$ cat src/rtl/swd_pkg.sv
// shared types and constants for the startup watchdog
// used by swd_core and startup_watchdog_soft_hard_unit; no dependencies
`default_nettype none

package swd_pkg;

  localparam int TIME_BITS  = 48;
  localparam int SUM_BITS   = TIME_BITS + 1;
  localparam int TOKEN_BITS = 64;
  localparam int GEN_BITS   = 32;
  localparam int TAG_BITS   = 64;
  localparam int STAGE_BITS = 4;
  localparam int LIMIT_BITS = 32;
  localparam int OP_BITS    = 3;
  localparam int KIND_BITS  = 2;

  localparam int CFG_IDX_BITS  = 2;
  localparam int CFG_DATA_BITS = LIMIT_BITS;
  localparam logic [CFG_IDX_BITS-1:0] CFG_SOFT_DELAY = 2'd0;
  localparam logic [CFG_IDX_BITS-1:0] CFG_INACT_LIM  = 2'd1;
  localparam logic [CFG_IDX_BITS-1:0] CFG_ABS_LIM    = 2'd2;

  // input tdata layout, lowest field first
  localparam int IN_NOW_LSB   = 0;
  localparam int IN_LIFE_LSB  = IN_NOW_LSB + TIME_BITS;
  localparam int IN_GEN_LSB   = IN_LIFE_LSB + TOKEN_BITS;
  localparam int IN_PLAY_LSB  = IN_GEN_LSB + GEN_BITS;
  localparam int IN_TAG_LSB   = IN_PLAY_LSB + TOKEN_BITS;
  localparam int IN_STAGE_LSB = IN_TAG_LSB + TAG_BITS;
  localparam int IN_RAW_BITS  = IN_STAGE_LSB + STAGE_BITS;
  localparam int IN_DATA_BITS = ((IN_RAW_BITS + 7) / 8) * 8;

  // output tdata layout, lowest field first
  localparam int OUT_RAW_BITS  = 1 + TOKEN_BITS + GEN_BITS + TOKEN_BITS + TAG_BITS + STAGE_BITS;
  localparam int OUT_DATA_BITS = ((OUT_RAW_BITS + 7) / 8) * 8;
  localparam int OUT_PAD_BITS  = OUT_DATA_BITS - OUT_RAW_BITS;

  typedef enum logic [OP_BITS-1:0] {
    OP_BEGIN    = 3'd0,
    OP_ADVANCE  = 3'd1,
    OP_COMPLETE = 3'd2,
    OP_CANCEL   = 3'd3,
    OP_RESET    = 3'd4,
    OP_POLL     = 3'd5,
    OP_ACK      = 3'd6
  } op_t;

  typedef enum logic [KIND_BITS-1:0] {
    SIG_NONE    = 2'd0,
    SIG_DELAYED = 2'd1,
    SIG_TIMEOUT = 2'd2
  } sig_kind_t;

  typedef struct packed {
    logic [OP_BITS-1:0]    op;
    logic [TIME_BITS-1:0]  now_ms;
    logic [TOKEN_BITS-1:0] life_token;
    logic [GEN_BITS-1:0]   gen_number;
    logic [TOKEN_BITS-1:0] play_token;
    logic [TAG_BITS-1:0]   request_tag;
    logic [STAGE_BITS-1:0] stage_in;
  } swd_item_t;

  typedef struct packed {
    logic                  ok;
    sig_kind_t             kind;
    logic [TOKEN_BITS-1:0] life_token;
    logic [GEN_BITS-1:0]   gen_number;
    logic [TOKEN_BITS-1:0] play_token;
    logic [TAG_BITS-1:0]   request_tag;
    logic [STAGE_BITS-1:0] stage;
  } swd_res_t;

  typedef struct packed {
    logic [LIMIT_BITS-1:0] soft_delay_ms;
    logic [LIMIT_BITS-1:0] inactivity_limit_ms;
    logic [LIMIT_BITS-1:0] absolute_limit_ms;
  } swd_cfg_t;

endpackage

`default_nettype wire

$ cat src/rtl/swd_core.sv
// attempt state and per-transaction decision logic of the startup watchdog
// depends on swd_pkg
`default_nettype none

module swd_core (
  input  wire logic              clk,
  input  wire logic              rst_n,
  input  wire logic              fire,
  input  wire swd_pkg::swd_item_t item,
  input  wire swd_pkg::swd_cfg_t  cfg,
  output swd_pkg::swd_res_t       res
);
  import swd_pkg::*;

  logic                  active_r, active_nxt;
  logic [TOKEN_BITS-1:0] life_r, life_nxt;
  logic [GEN_BITS-1:0]   gen_r, gen_nxt;
  logic [TOKEN_BITS-1:0] play_r, play_nxt;
  logic [TAG_BITS-1:0]   tag_r, tag_nxt;
  logic [STAGE_BITS-1:0] stage_r, stage_nxt;
  logic [TIME_BITS-1:0]  started_r, started_nxt;
  logic [TIME_BITS-1:0]  progress_r, progress_nxt;
  logic                  tmo_sent_r, tmo_sent_nxt;
  logic                  dly_sent_r, dly_sent_nxt;

  logic                  token_ok;
  logic                  time_ok;
  logic                  begin_ok;
  logic                  bind_match;
  logic [SUM_BITS-1:0]   inact_dl;
  logic [SUM_BITS-1:0]   abs_dl;
  logic [SUM_BITS-1:0]   soft_dl;
  logic [SUM_BITS-1:0]   hard_dl;
  logic [SUM_BITS-1:0]   now_ext;

  // deadlines one bit wider than time so they never wrap
  assign now_ext  = {1'b0, item.now_ms};
  assign inact_dl = {1'b0, progress_r} + SUM_BITS'(cfg.inactivity_limit_ms);
  assign abs_dl   = {1'b0, started_r} + SUM_BITS'(cfg.absolute_limit_ms);
  assign soft_dl  = {1'b0, started_r} + SUM_BITS'(cfg.soft_delay_ms);
  assign hard_dl  = (inact_dl < abs_dl) ? inact_dl : abs_dl;

  assign token_ok = active_r && (item.play_token != '0) && (item.play_token == play_r);
  assign time_ok  = item.now_ms >= started_r;
  assign begin_ok = (item.life_token != '0) && (item.gen_number != '0) &&
                    (item.play_token != '0) && (item.request_tag != '0) &&
                    (cfg.inactivity_limit_ms != '0) && (cfg.absolute_limit_ms != '0);
  assign bind_match = (item.life_token == life_r) && (item.gen_number == gen_r) &&
                      (item.play_token == play_r) && (item.request_tag == tag_r);

  always_comb begin
    res          = '0;
    active_nxt   = active_r;
    life_nxt     = life_r;
    gen_nxt      = gen_r;
    play_nxt     = play_r;
    tag_nxt      = tag_r;
    stage_nxt    = stage_r;
    started_nxt  = started_r;
    progress_nxt = progress_r;
    tmo_sent_nxt = tmo_sent_r;
    dly_sent_nxt = dly_sent_r;
    case (item.op)
      OP_BEGIN: begin
        if (begin_ok) begin
          active_nxt   = 1'b1;
          life_nxt     = item.life_token;
          gen_nxt      = item.gen_number;
          play_nxt     = item.play_token;
          tag_nxt      = item.request_tag;
          stage_nxt    = '0;
          started_nxt  = item.now_ms;
          progress_nxt = item.now_ms;
          tmo_sent_nxt = 1'b0;
          dly_sent_nxt = 1'b0;
          res.ok       = 1'b1;
        end
      end
      OP_ADVANCE: begin
        if (token_ok && time_ok && !tmo_sent_r && (item.stage_in > stage_r)) begin
          stage_nxt    = item.stage_in;
          progress_nxt = item.now_ms;
          res.ok       = 1'b1;
        end
      end
      OP_COMPLETE: begin
        if (token_ok && !tmo_sent_r) begin
          res.ok          = 1'b1;
          res.life_token  = life_r;
          res.gen_number  = gen_r;
          res.play_token  = play_r;
          res.request_tag = tag_r;
          active_nxt      = 1'b0;
        end
      end
      OP_CANCEL: begin
        if (token_ok) begin
          res.ok     = 1'b1;
          active_nxt = 1'b0;
        end
      end
      OP_RESET: begin
        res.ok     = 1'b1;
        active_nxt = 1'b0;
      end
      OP_POLL: begin
        if (active_r && time_ok) begin
          if (now_ext >= hard_dl) begin
            tmo_sent_nxt = 1'b1;
            res.kind     = SIG_TIMEOUT;
          end else if (!dly_sent_r && (now_ext >= soft_dl)) begin
            dly_sent_nxt = 1'b1;
            res.kind     = SIG_DELAYED;
          end
          if (res.kind != SIG_NONE) begin
            res.ok          = 1'b1;
            res.life_token  = life_r;
            res.gen_number  = gen_r;
            res.play_token  = play_r;
            res.request_tag = tag_r;
            res.stage       = stage_r;
          end
        end
      end
      OP_ACK: begin
        if (active_r && tmo_sent_r && bind_match) begin
          res.ok     = 1'b1;
          active_nxt = 1'b0;
        end
      end
      default: begin
      end
    endcase
    // closing an attempt returns every held field to its reset value
    if (!active_nxt) begin
      life_nxt     = '0;
      gen_nxt      = '0;
      play_nxt     = '0;
      tag_nxt      = '0;
      stage_nxt    = '0;
      started_nxt  = '0;
      progress_nxt = '0;
      tmo_sent_nxt = 1'b0;
      dly_sent_nxt = 1'b0;
    end
  end

  always_ff @(posedge clk) begin
    if (!rst_n) begin
      active_r   <= 1'b0;
      life_r     <= '0;
      gen_r      <= '0;
      play_r     <= '0;
      tag_r      <= '0;
      stage_r    <= '0;
      started_r  <= '0;
      progress_r <= '0;
      tmo_sent_r <= 1'b0;
      dly_sent_r <= 1'b0;
    end else if (fire) begin
      active_r   <= active_nxt;
      life_r     <= life_nxt;
      gen_r      <= gen_nxt;
      play_r     <= play_nxt;
      tag_r      <= tag_nxt;
      stage_r    <= stage_nxt;
      started_r  <= started_nxt;
      progress_r <= progress_nxt;
      tmo_sent_r <= tmo_sent_nxt;
      dly_sent_r <= dly_sent_nxt;
    end
  end

  a_sent_needs_active: assert property (@(posedge clk) disable iff (!rst_n)
    (tmo_sent_r || dly_sent_r) |-> active_r)
    else $error("sent flag set without an open attempt");

  a_reset_closes: assert property (@(posedge clk) disable iff (!rst_n)
    (fire && item.op == OP_RESET) |=> !active_r)
    else $error("reset transaction left the attempt open");

  a_timeout_sticks: assert property (@(posedge clk) disable iff (!rst_n)
    (fire && res.kind == SIG_TIMEOUT) |=> tmo_sent_r)
    else $error("timeout reported but not recorded");

  a_signal_is_ok: assert property (@(posedge clk) disable iff (!rst_n)
    (fire && res.kind != SIG_NONE) |-> (res.ok && item.op == OP_POLL))
    else $error("signal raised outside an accepted poll");

endmodule

`default_nettype wire

$ cat src/rtl/startup_watchdog_soft_hard_unit.sv
// top level of the startup watchdog: stream ports, config registers, pipeline
// depends on swd_pkg and swd_core
`default_nettype none

// Startup watchdog for one startup attempt bound to a lifecycle token, a
// generation, a playback token and a request tag. Every input transaction
// yields exactly one result transaction. The block takes one transaction per
// clock as long as the output side keeps taking results: a transaction is held
// in an input register, the decision logic in swd_core evaluates it against the
// held attempt and moves it into the output register while updating the attempt
// state, and a new transaction enters the input register at the same time.
// With the output stalled the input register and output register hold one
// transaction each. Deadlines are rebuilt on each poll from the current limit
// registers (three 49-bit adds and compares, the path that sets the clock).
// The user must write limits through the cfg port only while no transaction
// is in flight; the block itself does not enforce this.
module startup_watchdog_soft_hard_unit (
  input  wire logic                              clk,
  input  wire logic                              rst_n,
  // input stream
  input  wire logic                              in_tvalid,
  output      logic                              in_tready,
  // now_ms, life_token, gen_number, play_token, request_tag, stage_in, zero pad
  input  wire logic [swd_pkg::IN_DATA_BITS-1:0]  in_tdata,
  // opcode
  input  wire logic [swd_pkg::OP_BITS-1:0]       in_tuser,
  // result stream
  output      logic                              out_tvalid,
  input  wire logic                              out_tready,
  // ok, out_life_token, out_gen_number, out_play_token, out_request_tag, out_stage, zero pad
  output      logic [swd_pkg::OUT_DATA_BITS-1:0] out_tdata,
  // signal_kind
  output      logic [swd_pkg::KIND_BITS-1:0]     out_tuser,
  // configuration writes
  input  wire logic                              cfg_we,
  input  wire logic [swd_pkg::CFG_IDX_BITS-1:0]  cfg_index,
  input  wire logic [swd_pkg::CFG_DATA_BITS-1:0] cfg_wdata
);
  import swd_pkg::*;

  swd_cfg_t  cfg_r;
  logic      s1_valid_r, s1_valid_nxt;
  swd_item_t s1_item_r;
  logic      out_valid_r, out_valid_nxt;
  swd_res_t  out_res_r;
  swd_res_t  core_res;
  swd_item_t in_item;
  logic      fire;
  logic      in_take;

  // unpack the incoming transaction
  always_comb begin
    in_item.op          = in_tuser;
    in_item.now_ms      = in_tdata[IN_NOW_LSB   +: TIME_BITS];
    in_item.life_token  = in_tdata[IN_LIFE_LSB  +: TOKEN_BITS];
    in_item.gen_number  = in_tdata[IN_GEN_LSB   +: GEN_BITS];
    in_item.play_token  = in_tdata[IN_PLAY_LSB  +: TOKEN_BITS];
    in_item.request_tag = in_tdata[IN_TAG_LSB   +: TAG_BITS];
    in_item.stage_in    = in_tdata[IN_STAGE_LSB +: STAGE_BITS];
  end

  // the held transaction is evaluated when the output register is free or draining
  assign fire      = s1_valid_r && (!out_valid_r || out_tready);
  assign in_tready = !s1_valid_r || fire;
  assign in_take   = in_tvalid && in_tready;

  assign s1_valid_nxt  = in_take || (s1_valid_r && !fire);
  assign out_valid_nxt = fire || (out_valid_r && !out_tready);

  // configuration registers, no read-back; unknown indexes are dropped
  always_ff @(posedge clk) begin
    if (!rst_n) begin
      cfg_r <= '0;
    end else if (cfg_we) begin
      case (cfg_index)
        CFG_SOFT_DELAY: cfg_r.soft_delay_ms       <= cfg_wdata;
        CFG_INACT_LIM:  cfg_r.inactivity_limit_ms <= cfg_wdata;
        CFG_ABS_LIM:    cfg_r.absolute_limit_ms   <= cfg_wdata;
        default: begin
        end
      endcase
    end
  end

  // pipeline control
  always_ff @(posedge clk) begin
    if (!rst_n) begin
      s1_valid_r  <= 1'b0;
      out_valid_r <= 1'b0;
    end else begin
      s1_valid_r  <= s1_valid_nxt;
      out_valid_r <= out_valid_nxt;
    end
  end

  // payload registers
  always_ff @(posedge clk) begin
    if (in_take) begin
      s1_item_r <= in_item;
    end
    if (fire) begin
      out_res_r <= core_res;
    end
  end

  swd_core u_core (
    .clk   (clk),
    .rst_n (rst_n),
    .fire  (fire),
    .item  (s1_item_r),
    .cfg   (cfg_r),
    .res   (core_res)
  );

  assign out_tvalid = out_valid_r;
  assign out_tuser  = out_res_r.kind;
  assign out_tdata  = {{OUT_PAD_BITS{1'b0}},
                       out_res_r.stage,
                       out_res_r.request_tag,
                       out_res_r.play_token,
                       out_res_r.gen_number,
                       out_res_r.life_token,
                       out_res_r.ok};

endmodule

`default_nettype wire
$ cat config.mk
export PLATFORM = sky130hd
export DESIGN_NAME = startup_watchdog_soft_hard_unit
export DESIGN_NICKNAME = d
export VERILOG_FILES = /design/src/rtl/swd_pkg.sv /design/src/rtl/swd_core.sv /design/src/rtl/startup_watchdog_soft_hard_unit.sv
export SDC_FILE = /design/constraint.sdc
export NUM_CORES = 2
export LEC_CHECK = 0
export BUFFER_PORTS_ARGS = -buffer_cell sky130_fd_sc_hd__buf_2
export CORE_MARGIN = 2
export CORE_UTILIZATION = 55
export CTS_CLUSTER_SIZE = 8
export DETAILED_ROUTE_END_ITERATION = 12
export PLACE_DENSITY = 0.86
export SLEW_MARGIN = 20
export SYNTH_ARGS = -nofsm -noshare
export SYNTH_HDL_FRONTEND = slang
export SYNTH_SLANG_ARGS = --single-unit
export TNS_END_PERCENT = 20
$ cat constraint.sdc
create_clock -name clk -period 10.4 [get_ports clk]
set_input_delay 1.04 -clock clk [delete_from_list [all_inputs] [get_ports clk]]
set_output_delay 1.04 -clock clk [all_outputs]
set_load 0.1 [all_outputs]
* Word-level counts from Yosys, hierarchy flattened *
Cells that the tools add are included.

word-level totals
  word-level logic and storage cells = 162
  input port bits = 322
  output and inout port bits = 236
  flip-flop bits (word level) = 935

operators by class
  eq/ne operators = 22
  $add $sub $neg = 3
  mux-type cells = 53
  reduce and logical (&&, ||, !) cells = 50
  $lt $le $gt $ge = 5

operators with widths
  kind                                              number
  64-bit two-way mux                                9
  224-bit case mux with 2 select lines              1
  48-bit two-way mux                                5
  231-bit two-way mux                               1
  228-bit two-way mux                               1
  224-bit two-way mux                               1
  64-bit == test                                    3
  64-bit nonzero test                               3
  48-bit by 32-bit adder with 49-bit output         3
  48-bit by 49-bit >= comparator with 1-bit output  2
  32-bit two-way mux                                3
  48-bit case mux with 2 select lines               1
  32-bit nonzero test                               3
  49-bit less-than comparator                       1
  49-bit two-way mux                                1
  48-bit >= comparator                              1
  32-bit == test                                    1
  3-bit inequality test, second input constant      8
  1-bit logical AND                                 22
  1-bit two-way mux                                 19
  4-bit two-way mux                                 3
  3-bit == test, second input constant              3
  4-bit case mux with 2 select lines                1
  2-bit AND reduction                               4
  other kinds (19)                                  33

* Depth between registers and ports, before layout *
  word-level depth = 11
  mapped depth = 37
  gate-level depth less buffers = 33

* By module *
Synthesis repeated with hierarchy kept, for this count alone.

second synthesis, totals
  cells, all modules = 4281
  area, all modules = 47016.3 um2

by module, submodules not included
  module                           cells an instance  seq. area each (um2)  area an instance (um2)  instances
  swd_core                         3409               6546.3                27916.8                 1
  startup_watchdog_soft_hard_unit  872                17276.6               19099.6                 1

* Least setup slack after synthesis *
OpenSTA, ideal clock, no wires.

  kind = input to register
  start = input port out_tready
  end = register s1_item_r[0] (netlist name), enable pin
  setup slack = 1.536 ns
  stages = 3
  data arrival time = 8.190 ns
  required time = 9.726 ns
  setup time = 0.674 ns
  buffers on the path = 0
  cells stage by stage = nor2b_1 nand2_1 and2_1

on the way
  word-level cells in the longest chain between the ends = 4

ends and longest elaborated chain
  what                  line                                   source
  start, declared       startup_watchdog_soft_hard_unit.sv:29  input wire logic out_tready,
  1-bit logical OR      startup_watchdog_soft_hard_unit.sv:63  assign fire = s1_valid_r && (!out_valid_r || out_tready);
  1-bit logical AND     startup_watchdog_soft_hard_unit.sv:63
  1-bit logical OR      startup_watchdog_soft_hard_unit.sv:64  assign in_tready = !s1_valid_r || fire;
  named net in_tready   startup_watchdog_soft_hard_unit.sv:22  output logic in_tready,
  1-bit logical AND     startup_watchdog_soft_hard_unit.sv:65  assign in_take = in_tvalid && in_tready;
  named net in_take     startup_watchdog_soft_hard_unit.sv:49  logic in_take;
  end signal, assigned  startup_watchdog_soft_hard_unit.sv:99  s1_item_r <= in_item;
  end, declared         startup_watchdog_soft_hard_unit.sv:43  swd_item_t s1_item_r;

The timed path passes the listed nets, and every way through them passes these cells.
A chain may end at the register's enable or synchronous reset.

==> run summary <==
The run finished with clean final reports. Of the total power, the share spent switching nets is 27.6%. The worst hold slack was 0.467 ns; the mean routed wirelength per cell was 25.8 µm.

Measured on the finished design, the core utilization comes to 65.2%. The first detailed-routing pass ran for 11 iterations. The critical path is of the reg -> reg type.

The post-synthesis instance area came out at 44400 µm². Buffers inserted to repair hold after CTS numbered 0. The initialized floorplan defines 104 standard-cell rows. STA classifies the critical path endpoint as a flip-flop.

The initial antenna violation count came out at 21. The tools report the number of hold violations in the final report as 0. The tools report the data required time at the worst endpoint as 10.94 ns. The most numerous cell type found on the critical path is sky130_fd_sc_hd__o21ai_0. The combinational share of power is 10.5%.

In this run the deepest clock path goes through 3 buffers. Once detail routing completed, the nets flagged for antenna violations numbered 0. The deepest level of the CTS H-tree is 4, and the async set or reset register ratio after synthesis is 0%. Reported max-cap violation count: 0. For this run, the number of Yosys warnings is 0. The gate count of the mapped netlist is 3874. Among all stages on the critical path, the largest delay is contributed by sky130_fd_sc_hd__a2111oi_0. Buffers placed on the I/O ports in this run total 550.

For the vias after detailed routing, the log shows 35510. Synthesis instantiated 82 different standard cells from the library. The placer's final routability congestion estimate is 0.996. Once placement finished, the instance area stood at 48100 µm². Setup repair after global routing left no endpoint under its margin.

Sequential elements use 53.6% of the synthesized area. The ratio of cells with drive above 1 in the final layout works out to 16.8%. The top-area cell type share of the netlist area is 34.5%, and the power dissipated by switching net loads is 0.00261 W. The most repeated cell in the gate-level netlist after synthesis is sky130_fd_sc_hd__edfxtp_1. Once the floorplan was initialized, standard cells occupied 55.3% of the core. The overall die area came out at 83000 µm².

The final count of pins violating max slew was 0. In the post-synthesis netlist, the biggest area contributors are sky130_fd_sc_hd__edfxtp_1 34%, sky130_fd_sc_hd__dfxtp_1 19%, sky130_fd_sc_hd__ha_1 8.2%. The clock transition at the registers of the reported paths is 0.05 ns.

TritonCTS built the clock tree. The run gives 0 as the buffers inserted during post-CTS setup optimization. Post-synthesis to final-layout area growth: 17.9%.

Counting instances in the post-synthesis netlist gives the leading cell types as 510 x sky130_fd_sc_hd__edfxtp_1, 425 x sky130_fd_sc_hd__dfxtp_1, 331 x sky130_fd_sc_hd__a22o_1. The HPWL after detailed placement is 102000 µm. The worst slew margin relative to its limit came out at 19.0%.

On the worst path, the slowest cell contributes a delay of 0.89 ns. Startpoint class of the critical path: a flip-flop. The worst-skew pair later-pin latency is 0.75 ns, and the total clock buffers created by CTS is 135. Registers are responsible for 44.4% of the overall power. Across the routed clock network, the largest skew measured is 0.0686 ns. With fillers left out, the area of the finished cells amounts to 52400 µm². The pin count of the biggest net entering global routing is 204, and the setup-violating endpoint count in the final report is 0. The total area inside the core boundary comes to 80300 µm². For the worst setup path, the data arrival time is 10.25 ns. In this run the worst path has a maximum fanout of 73. The internal portion of the total power is 0.00684 W. The clock network accounts for 45.1% of the total power. The number of gates resized after CTS was 0. After global routing the overflow that remains totals 0. The final clock period utilization by the worst path is 93.3%. Commonest register cell after synthesis: sky130_fd_sc_hd__edfxtp_1. The routed design could run at a clock period as short as 9.71 ns. In this run, synthesis produced a sequential element count of 935. Dividing total power by cell area gives a power density of 180 nW/µm². The tools report the number of DRC markers after the initial detailed-route iteration as 4123. In this run the worst hold path is classified as reg -> reg. The tools report the I/O pin count as 558. The mean cell area of the mapped netlist is 11.5 µm². The number of global-route vias before repair was 34425. The tree is rooted in a sky130_fd_sc_hd__clkbuf_16. The die is 288 µm wide.

Global routing consumed, over all layers together, 33.8% of the routing resources. Dividing the detail-routed via count by the number of cells gives 6.32. Counting flops with a built-in enable in the synthesized netlist gives 510. Largest area contributor in the synthesized netlist: sky130_fd_sc_hd__edfxtp_1. In the final design database the tool counted 5052 nets.

In the routed design, unresolved DRC markers number 0. The first global-routing pass estimated 210000 µm of wire. Summed over all cells, the static leakage comes to 20.8 nW.

Counting every sink on the clock net gives 935. The actual transition at the worst max-transition pin is 1.20 ns. In the final timing run, aggregate negative setup slack is 0 ns.

The worst-case IR drop observed on VDD is 0.000140 V. Static timing analysis puts the maximum clock frequency at 103 MHz. Wires add up to 145000 µm.

In this run the vertical extent of the chip is 288 µm.
## routing by layer
| layer | share of wire [%] | vias up | GRT usage (%) |
|---|---|---|---|
| li1 | - | 15574 | - |
| met5 | 0.031 | - | 0 |
| met4 | 7.0 | 6 | 21.0 |
| met1 | 36 | 16947 | 41.3 |
| met3 | 10 | 539 | 6.82 |
| met2 | 46 | 2444 | 55.1 |
## state kept, by name (all words and copies together), names as in the netlist, 2 cells and up
| register | flops |
|---|---|
| out_tdata | 229 |
| u_core.tag_r | 64 |
| u_core.gen_r | 32 |
| s1_item_r | 279 |
| u_core.play_r | 64 |
| out_tuser | 2 |
| cfg_r | 96 |
| u_core.stage_r | 4 |
| u_core.life_r | 64 |
| u_core.started_r | 48 |
| u_core.progress_r | 48 |
## layout by cell type (no fill, tap or decap), drive strengths merged, types with 17 or more instances in the layout
| cell | instances |
|---|---|
| buf | 575 |
| edfxtp | 510 |
| dfxtp | 425 |
| a22o | 331 |
| ha | 292 |
| nand2 | 277 |
| and2 | 229 |
| clkbuf | 226 |
| xnor2 | 201 |
| inv | 194 |
| a21oi | 159 |
| nor4 | 106 |
| nand4 | 104 |
| a21o | 103 |
| a21boi | 100 |
| nor2 | 97 |
| o21ai | 86 |
| xor2 | 77 |
| nand2b | 42 |
| nand3 | 42 |
| mux2i | 38 |
| nor2b | 37 |
| nor3 | 28 |
| o22ai | 28 |
| diode | 19 |
| a211oi | 18 |
| a2111oi | 17 |
## cell type report
type	instances	area, µm²
fillers	5748	27900
flip-flops and latches	935	23800
multi-input cells	2595	19200
clock buffers	226	3770
repair buffers	575	3030
well taps	1060	1330
inverters	193	732
clock inverters	14	397
diodes	19	47.5
## path summary, 6_finish.rpt
path / startpoint / slack [ns] / cells after the start / to
max: cfg_r[34] / 0.69 / 29 / out_tdata[198]
min reg2reg: u_core.stage_r[2] / 0.47 / 1 / u_core.stage_r[2]
min: u_core.stage_r[2] / 0.47 / 1 / u_core.stage_r[2]
max reg2reg: cfg_r[34] / 0.69 / 29 / out_tdata[198]
## critical path, delay by kind of cell (launching register included)
kind | cells | cell delay (ns)
buf+inv | 2 | 0.65
xor+xnor | 1 | 0.22
flops | 1 | 0.33
fa+ha+maj | 3 | 0.92
compound gates | 16 | 5.42
mux | 1 | 0.14
simple gates | 6 | 1.73
## power by group through the flow
stage	logic (W)	registers, W	clock network [W]
finish	0.000995	0.00419	0.00426
global route	0.00105	0.00419	0.00445
CTS	0.000985	0.00418	0.00429
detailed placement	0.000976	0.00425	0
global placement	0.000961	0.00424	0
floorplan	0.000438	0.00447	0
## cells by family (layout without fill, tap and decap cells)
logic type | Yosys count | count (layout) | synth area share, %
AO/OA/AOI/OAI | 971 | 971 | 16.3
multiplexers | 42 | 42 | 0.958
other | 1 | 22 | 0.00844
XOR/XNOR | 278 | 278 | 5.48
adder cells (fa/ha/maj) | 295 | 295 | 8.36
AND/OR/NAND/NOR | 1006 | 1006 | 12.0
buffers and inverters | 346 | 1008 | 3.21
flip-flops | 935 | 935 | 53.6
## stage by stage
stage               total power (W)  std cells  setup slack (ns)
CTS                         0.00945       5598             0.727
global route                0.00969       5615             0.296
floorplan                   0.00491       3876              1.54
global placement            0.00520       5358              1.11
detailed placement          0.00522       5358             0.853
finish                      0.00944       5617             0.695
No activity file was read; power rests on OpenSTA's default activity.
